<file path="config.mk">
export PLATFORM = sky130hd
export DESIGN_NAME = ogrc_ctrl
export DESIGN_NICKNAME = d
export VERILOG_FILES = /design/src/ogrc_pkg.sv /design/src/ogrc_ctrl.sv
export SDC_FILE = /design/constraint.sdc
export NUM_CORES = 1
export LEC_CHECK = 0
export BUFFER_PORTS_ARGS = -buffer_cell sky130_fd_sc_hd__buf_2
export CORE_MARGIN = 5
export CORE_UTILIZATION = 38
export CTS_CLUSTER_DIAMETER = 30
export DETAILED_ROUTE_END_ITERATION = 10
export GPL_ROUTABILITY_DRIVEN = 0
export HOLD_SLACK_MARGIN = 0.02
export PLACE_DENSITY = 0.82
export SKIP_CTS_REPAIR_TIMING = 1
export SYNTH_ARGS = -nofsm -noshare
export SYNTH_HDL_FRONTEND = slang
export SYNTH_SLANG_ARGS = --single-unit
</file>
<file path="constraint.sdc">
create_clock -name clk -period 1.3 [get_ports clk]
set_input_delay 0.26 -clock clk [delete_from_list [all_inputs] [get_ports clk]]
set_output_delay 0.26 -clock clk [all_outputs]
set_load 0.01 [all_outputs]
</file>
<file path="src/ogrc_pkg.sv">
// Shared constants, types and command/status structs for the occupancy grid ray clear block.
package ogrc_pkg;

  // Grid geometry.
  localparam int GRID_COLS = 256;
  localparam int GRID_ROWS = 256;
  localparam int CELLS     = GRID_COLS * GRID_ROWS;
  localparam int ADDR_W    = $clog2(CELLS);

  // Field widths.
  localparam int COORD_W = 8;
  localparam int KIND_W  = 2;
  localparam int VAL_W   = 2;
  localparam int REG_W   = 9;
  localparam int IDX_W   = 2;

  // Width that holds a register value as well as either grid dimension.
  localparam int DIM_MAX = (GRID_COLS > GRID_ROWS) ? GRID_COLS : GRID_ROWS;
  localparam int CNT_W   = $clog2((DIM_MAX > 511) ? (DIM_MAX + 1) : 512);

  // Item kinds.
  localparam logic [KIND_W-1:0] KIND_WRITE = 2'd0;
  localparam logic [KIND_W-1:0] KIND_READ  = 2'd1;
  localparam logic [KIND_W-1:0] KIND_TRACE = 2'd2;

  // Cell codes.
  localparam logic [VAL_W-1:0] CELL_UNKNOWN  = 2'd0;
  localparam logic [VAL_W-1:0] CELL_FREE     = 2'd1;
  localparam logic [VAL_W-1:0] CELL_OBSTACLE = 2'd2;

  // Configuration register indexes.
  localparam logic [IDX_W-1:0] REG_STOP = 2'd0;
  localparam logic [IDX_W-1:0] REG_COLS = 2'd1;
  localparam logic [IDX_W-1:0] REG_ROWS = 2'd2;

  // Memory address sources.
  localparam logic [1:0] ASEL_CLEAR = 2'd0;
  localparam logic [1:0] ASEL_ITEM  = 2'd1;
  localparam logic [1:0] ASEL_RAY   = 2'd2;

  typedef struct packed {
    logic             stop_en;
    logic [CNT_W-1:0] cols;
    logic [CNT_W-1:0] rows;
  } cfg_t;

  typedef struct packed {
    logic       load;
    logic       init;
    logic       col_setup;
    logic       advance;
    logic       mem_re;
    logic       mem_we;
    logic [1:0] asel;
    logic       clr_step;
    logic       capture_read;
    logic       set_hit;
    logic       set_bad;
  } cmd_t;

  typedef struct packed {
    logic              clear_last;
    logic [KIND_W-1:0] kind;
    logic              start_ok;
    logic              end_ok;
    logic              stop_en;
    logic              span_zero;
    logic              cell_last;
    logic              col_last;
    logic              obstacle;
  } stat_t;

endpackage

</file>
<file path="src/ogrc_ctrl.sv">
// Controller state machine that sequences clearing, cell access and ray walking.
module ogrc_ctrl (
  input  logic           clk,
  input  logic           rst,
  input  ogrc_pkg::stat_t stat,
  input  logic           in_valid,
  input  logic           out_free,
  output logic           in_ready,
  output logic           out_load,
  output ogrc_pkg::cmd_t cmd
);

  localparam logic [3:0] ST_CLEAR  = 4'd0;
  localparam logic [3:0] ST_IDLE   = 4'd1;
  localparam logic [3:0] ST_DECODE = 4'd2;
  localparam logic [3:0] ST_RDW    = 4'd3;
  localparam logic [3:0] ST_COL    = 4'd4;
  localparam logic [3:0] ST_CELL   = 4'd5;
  localparam logic [3:0] ST_CHK    = 4'd6;
  localparam logic [3:0] ST_FINISH = 4'd7;

  logic [3:0] state;
  logic [3:0] state_next;
  logic [3:0] after_cell;

  // Where the walk goes after the current cell is marked.
  always_comb begin
    if (!stat.cell_last) begin
      after_cell = ST_CELL;
    end else if (stat.col_last) begin
      after_cell = ST_FINISH;
    end else begin
      after_cell = ST_COL;
    end
  end

  // Next state and commands.
  always_comb begin
    state_next = state;
    cmd        = '0;
    in_ready   = 1'b0;
    out_load   = 1'b0;
    unique case (state)
      ST_CLEAR: begin
        cmd.clr_step = 1'b1;
        cmd.mem_we   = 1'b1;
        cmd.asel     = ogrc_pkg::ASEL_CLEAR;
        if (stat.clear_last) begin
          state_next = ST_IDLE;
        end
      end
      ST_IDLE: begin
        in_ready = 1'b1;
        if (in_valid) begin
          cmd.load   = 1'b1;
          state_next = ST_DECODE;
        end
      end
      ST_DECODE: begin
        state_next = ST_FINISH;
        cmd.asel   = ogrc_pkg::ASEL_ITEM;
        unique case (stat.kind)
          ogrc_pkg::KIND_WRITE: begin
            if (!stat.start_ok) begin
              cmd.set_bad = 1'b1;
            end else begin
              cmd.mem_we = 1'b1;
            end
          end
          ogrc_pkg::KIND_READ: begin
            if (!stat.start_ok) begin
              cmd.set_bad = 1'b1;
            end else begin
              cmd.mem_re = 1'b1;
              state_next = ST_RDW;
            end
          end
          ogrc_pkg::KIND_TRACE: begin
            if (!(stat.start_ok && stat.end_ok)) begin
              cmd.set_bad = 1'b1;
            end else begin
              cmd.init = 1'b1;
              if (!stat.span_zero) begin
                state_next = ST_COL;
              end
            end
          end
          default: begin
            state_next = ST_FINISH;
          end
        endcase
      end
      ST_RDW: begin
        cmd.capture_read = 1'b1;
        state_next       = ST_FINISH;
      end
      ST_COL: begin
        cmd.col_setup = 1'b1;
        state_next    = ST_CELL;
      end
      ST_CELL: begin
        cmd.asel = ogrc_pkg::ASEL_RAY;
        if (stat.stop_en) begin
          cmd.mem_re = 1'b1;
          state_next = ST_CHK;
        end else begin
          cmd.mem_we  = 1'b1;
          cmd.advance = 1'b1;
          state_next  = after_cell;
        end
      end
      ST_CHK: begin
        cmd.asel = ogrc_pkg::ASEL_RAY;
        if (stat.obstacle) begin
          cmd.set_hit = 1'b1;
          state_next  = ST_FINISH;
        end else begin
          cmd.mem_we  = 1'b1;
          cmd.advance = 1'b1;
          state_next  = after_cell;
        end
      end
      ST_FINISH: begin
        if (out_free) begin
          out_load   = 1'b1;
          state_next = ST_IDLE;
        end
      end
      default: begin
        state_next = ST_IDLE;
      end
    endcase
  end

  // State register; reset starts the clearing pass.
  always_ff @(posedge clk) begin
    if (rst) begin
      state <= ST_CLEAR;
    end else begin
      state <= state_next;
    end
  end

endmodule

</file>
# --- After elaboration in Yosys (flattened, before gate mapping) ---
# Cells that the tools add are included.
word_totals:
  regBits: 4
  latchBits: 0
  mem_bits_rw: 0
  mem_bits_ro: 0
  inputBits: 14
  output_inout_bits: 14
  word_cells: 56
  n_memories: 0
op_classes:
  addsub: 0
  mul: 0
  div_mod_pow: 0
  order_cmp: 0
  eq_ne: 12
  shifts: 0
  n_mux: 38
  bitwise: 0
  reduce_logical: 5
op_table:
  columns: ["cell", "count"]
  rows:
  - ["4-bit case mux with 8 select lines", 1]
  - ["4-bit 2-to-1 mux", 6]
  - ["1-bit 2-to-1 mux", 22]
  - ["4-bit by 3-bit equality test with 1-bit output (second input constant)", 4]
  - ["3-bit case mux with 4 select lines", 1]
  - ["4-bit by 2-bit equality test with 1-bit output (second input constant)", 2]
  - ["4-bit case mux with 2 select lines", 1]
  - ["2-bit 2-to-1 mux", 3]
  - ["2-bit != test (second input constant)", 3]
  - ["1-bit case mux with 2 select lines", 3]
  - ["4-bit by 1-bit equality test with 1-bit output (second input constant)", 1]
  - ["4-bit logical NOT", 1]
  - ["3-bit 2-to-1 mux", 1]
  - ["3-bit AND reduction", 1]
  - ["2-bit by 1-bit equality test with 1-bit output (second input constant)", 1]
  - ["2-bit equality test (second input constant)", 1]
  - ["2-bit logical NOT", 1]
  - ["2-bit OR reduction", 1]
  - ["1-bit logical AND", 1]

# --- Logic depth before layout (Yosys ltp) ---
logic_depth:
  ltp_word: 4
  depth_mapped: 6
  mapped_depth_nobuf: 6

# --- Worst setup path before layout ---
# Ideal clock, no wire load.
synth_path:
  kind: "reg2out"
  from: "reg state[0]"
  to: "out cmd[11] (netlist bit)"
  arrival_time_ps: 1190
  required_time_ps: 1040
  slack_ps: -150
  path_stages_with_launch: 5
  path_buffers: 2
  path_cell_list: "dfxtp_1 -> buf_6 -> buf_2 -> nor3b_1 -> and2_1"
synth_lines:
  columns: ["element", "line_no", "source"]
  rows:
  - ["from (decl)", "ogrc_ctrl.sv:22", "logic [3:0] state;"]
  - ["from (signal assigned)", "ogrc_ctrl.sv:140", "state <= state_next;"]
  - ["to (decl)", "ogrc_ctrl.sv:10", "output ogrc_pkg::cmd_t cmd"]

==> metrics.cfg <==
[sta]
setup_ws_ns = -0.3083
setup_viol = 16
tightestPinTransition_ns = 0.3022
post-route-min-period_ns = 1.608
skew_ns = 0.006938
holdWs_ns = 0.2222
hold_violations = 0
slew_headroom_pct = 79.73
timing.setup.tns_ns = -2.413
finalMaxSlewViolations = 0
period_share_pct = 123.7
rsz0062_at_grt = yes
fmax_mhz = 621.8

[floorplanning]
dieArea_sq_um = 2130
fp.dieW_microns = 46.16
rows = 13
num_io_pins = 28
dieHeight_microns = 46.16
start_util_pct = 39.15
coreArea_sq_um = 1269

[setup_path]
cp.arrival_ns = 1.35
cpMaxStageDelayCell = dfxtp_4
crit_fanout = 8
r2r_slack_ns = -0.10
crit_path_cell_trace = nor3b_1 -> o21a_1 -> a311o_1 -> buf_2
worstSetupPathType = flip-flop to primary output
path_depth = 4
critPathMaxStageDelay_ns = 0.36
crit_buf_inv = 1
rr_worst_depth = 4
cp.required_ns = 1.04
r2r_start = state[1]
startpoint = state[1]
crit_path_start_kind = flip-flop
critical_path.endpoint_type = primary output
crit_family = compound AO/OA/AOI/OAI gates

[final_layout]
largest_reg_flops = 3
syn_to_final_growth_pct = 72.29
drive_gt1_share_pct = 55.96
final_common_cell = buf_2
num-nets-final = 128
fillers = 101
n_antenna_cell = 0
largest-register = state
layout_common_cells = buf_2, buf_4, a21oi_1
seqCellArea_sq_um = 68.82
reg.largest.list = state: 3 flops
finalInstanceArea_sq_um = 855.8
multiInputGateArea_sq_um = 430.4

[route]
wl_per_cell_microns = 12.91
dr.pass1.iters = 4
drc = 0
wl_microns = 1601
first_iter_violations = 18
ant_nets = 0
routed_via_density = 5.524
num_vias = 685

[grt]
grt_antenna_before_repair = 0
grt_max_degree = 11
grt_pass1_vias = 582
grt_pass1_wl_microns = 2415
grt.overflow.total = 0
grt_usage_pct = 15.47

[power_and_ir_drop]
power_w = 0.0005342
p_leak_nw = 0.4364
power_density_nw_per_um2 = 624.2
max-vdd-ir-drop_mv = 0.3335

[place]
dpl.hpwl_microns = 1176
dpl_cell_area_sq_um = 757.0
portBuffers = 27

[clocking]
htreeDepth = 1
clock_path_buffers = 2
cts_tree = done
clock_sinks = 3
clk_pin_slew_ns = 0.04
cts_root_buf = clkbuf_4
numCtsBuffers = 3
worstSkewPairLatency_ns = 0.24

[min_path]
hold_path.class = input port to flip-flop
whs_path_depth = 2
min_from = rst

[synth]
synthCells = 63
yosysWarnings = 0
synth.cell_area_sq_um = 496.7
synth_cell_types = 37
syn_nets = 81
seq_area_frac_synth_pct = 12.09
synth.avg_cell_area_sq_um = 7.885
synth-seq-cells = 3

[run_status]
status = finished with violations
violations = setup timing

[run]
maxCapViolCount = 0

==> stage by stage <==
step	utilization [%]	setup slack [ns]	instances
after floorplan	-	-0.01765	63
after global placement	59.66	-0.1127	116
after detailed placement	59.66	-0.1526	116
after CTS	61.74	-0.4208	120
after global routing	67.46	-0.3498	124
final	67.46	-0.3083	124
==> cell usage after synthesis <==
cell / count / area (sq um)
a21oi_1: 5 / 25.02
nor3b_1: 5 / 37.54
ha_1: 4 / 50.05
nand2b_1: 4 / 25.02
dfxtp_1: 3 / 60.06
inv_1: 3 / 11.26
nand2_1: 3 / 11.26
and2_1: 2 / 12.51
buf_2: 2 / 10.01
nand3_1: 2 / 10.01
nor2_1: 2 / 7.510
nor2b_1: 2 / 12.51
nor3_1: 2 / 10.01
a211oi_1: 1 / 7.510
a221oi_2: 1 / 15.01
a2bb2oi_1: 1 / 8.760
a311o_1: 1 / 10.01
and3_1: 1 / 6.260
and3b_1: 1 / 8.760
and4_1: 1 / 8.760
and4b_1: 1 / 10.01
buf_4: 1 / 7.510
buf_6: 1 / 11.26
clkinv_1: 1 / 3.750
mux2_4: 1 / 15.01
nand3b_1: 1 / 7.510
nand4b_1: 1 / 8.760
o211ai_1: 1 / 7.510
o21a_1: 1 / 7.510
o21ai_0: 1 / 5.000
o21bai_1: 1 / 7.510
o22ai_1: 1 / 6.260
o311a_1: 1 / 10.01
o32ai_1: 1 / 8.760
o32ai_2: 1 / 16.27
or4_1: 1 / 7.510
xnor2_1: 1 / 8.760
==> cell type report <==
type | count | share of cell area (%)
multi-input combinational | 52 | 50.29
timing repair buffer | 46 | 34.50
sequential | 3 | 8.041
clock buffer | 4 | 3.070
tap | 15 | 2.193
inverter | 4 | 1.901
==> per-layer routing <==
layer	vias up	GRT usage (%)	wire length, microns
li1	328	-	-
met1	324	16.74	610
met2	31	29.67	866
met3	2	1.172	117
met4	0	6.818	6
met5	-	0	0
==> path summary, 6_finish.rpt <==
kind               to
max            cmd[6]
min          state[0]
max reg2reg  state[1]
min reg2reg  state[2]
==> logic make-up after synthesis <==
| family | after synthesis | synth area share [%] |
|---|---|---|
| buf+inv | 8 | 8.816 |
| mux | 1 | 3.022 |
| flops | 3 | 12.09 |
| compound gates | 17 | 27.21 |
| simple gates | 29 | 37.03 |
| xor+xnor | 1 | 1.764 |
| fa+ha+maj | 4 | 10.08 |
==> where the power goes <==
part	switching [W]	total (W)	leakage [nW]	internal, W
Sequential	0.0000115	0.000110	0.0264	0.0000983
Clock	0.0000511	0.000166	0.0150	0.000115
Combinational	0.000113	0.000258	0.395	0.000145
No activity file was read; power rests on OpenSTA's default activity.
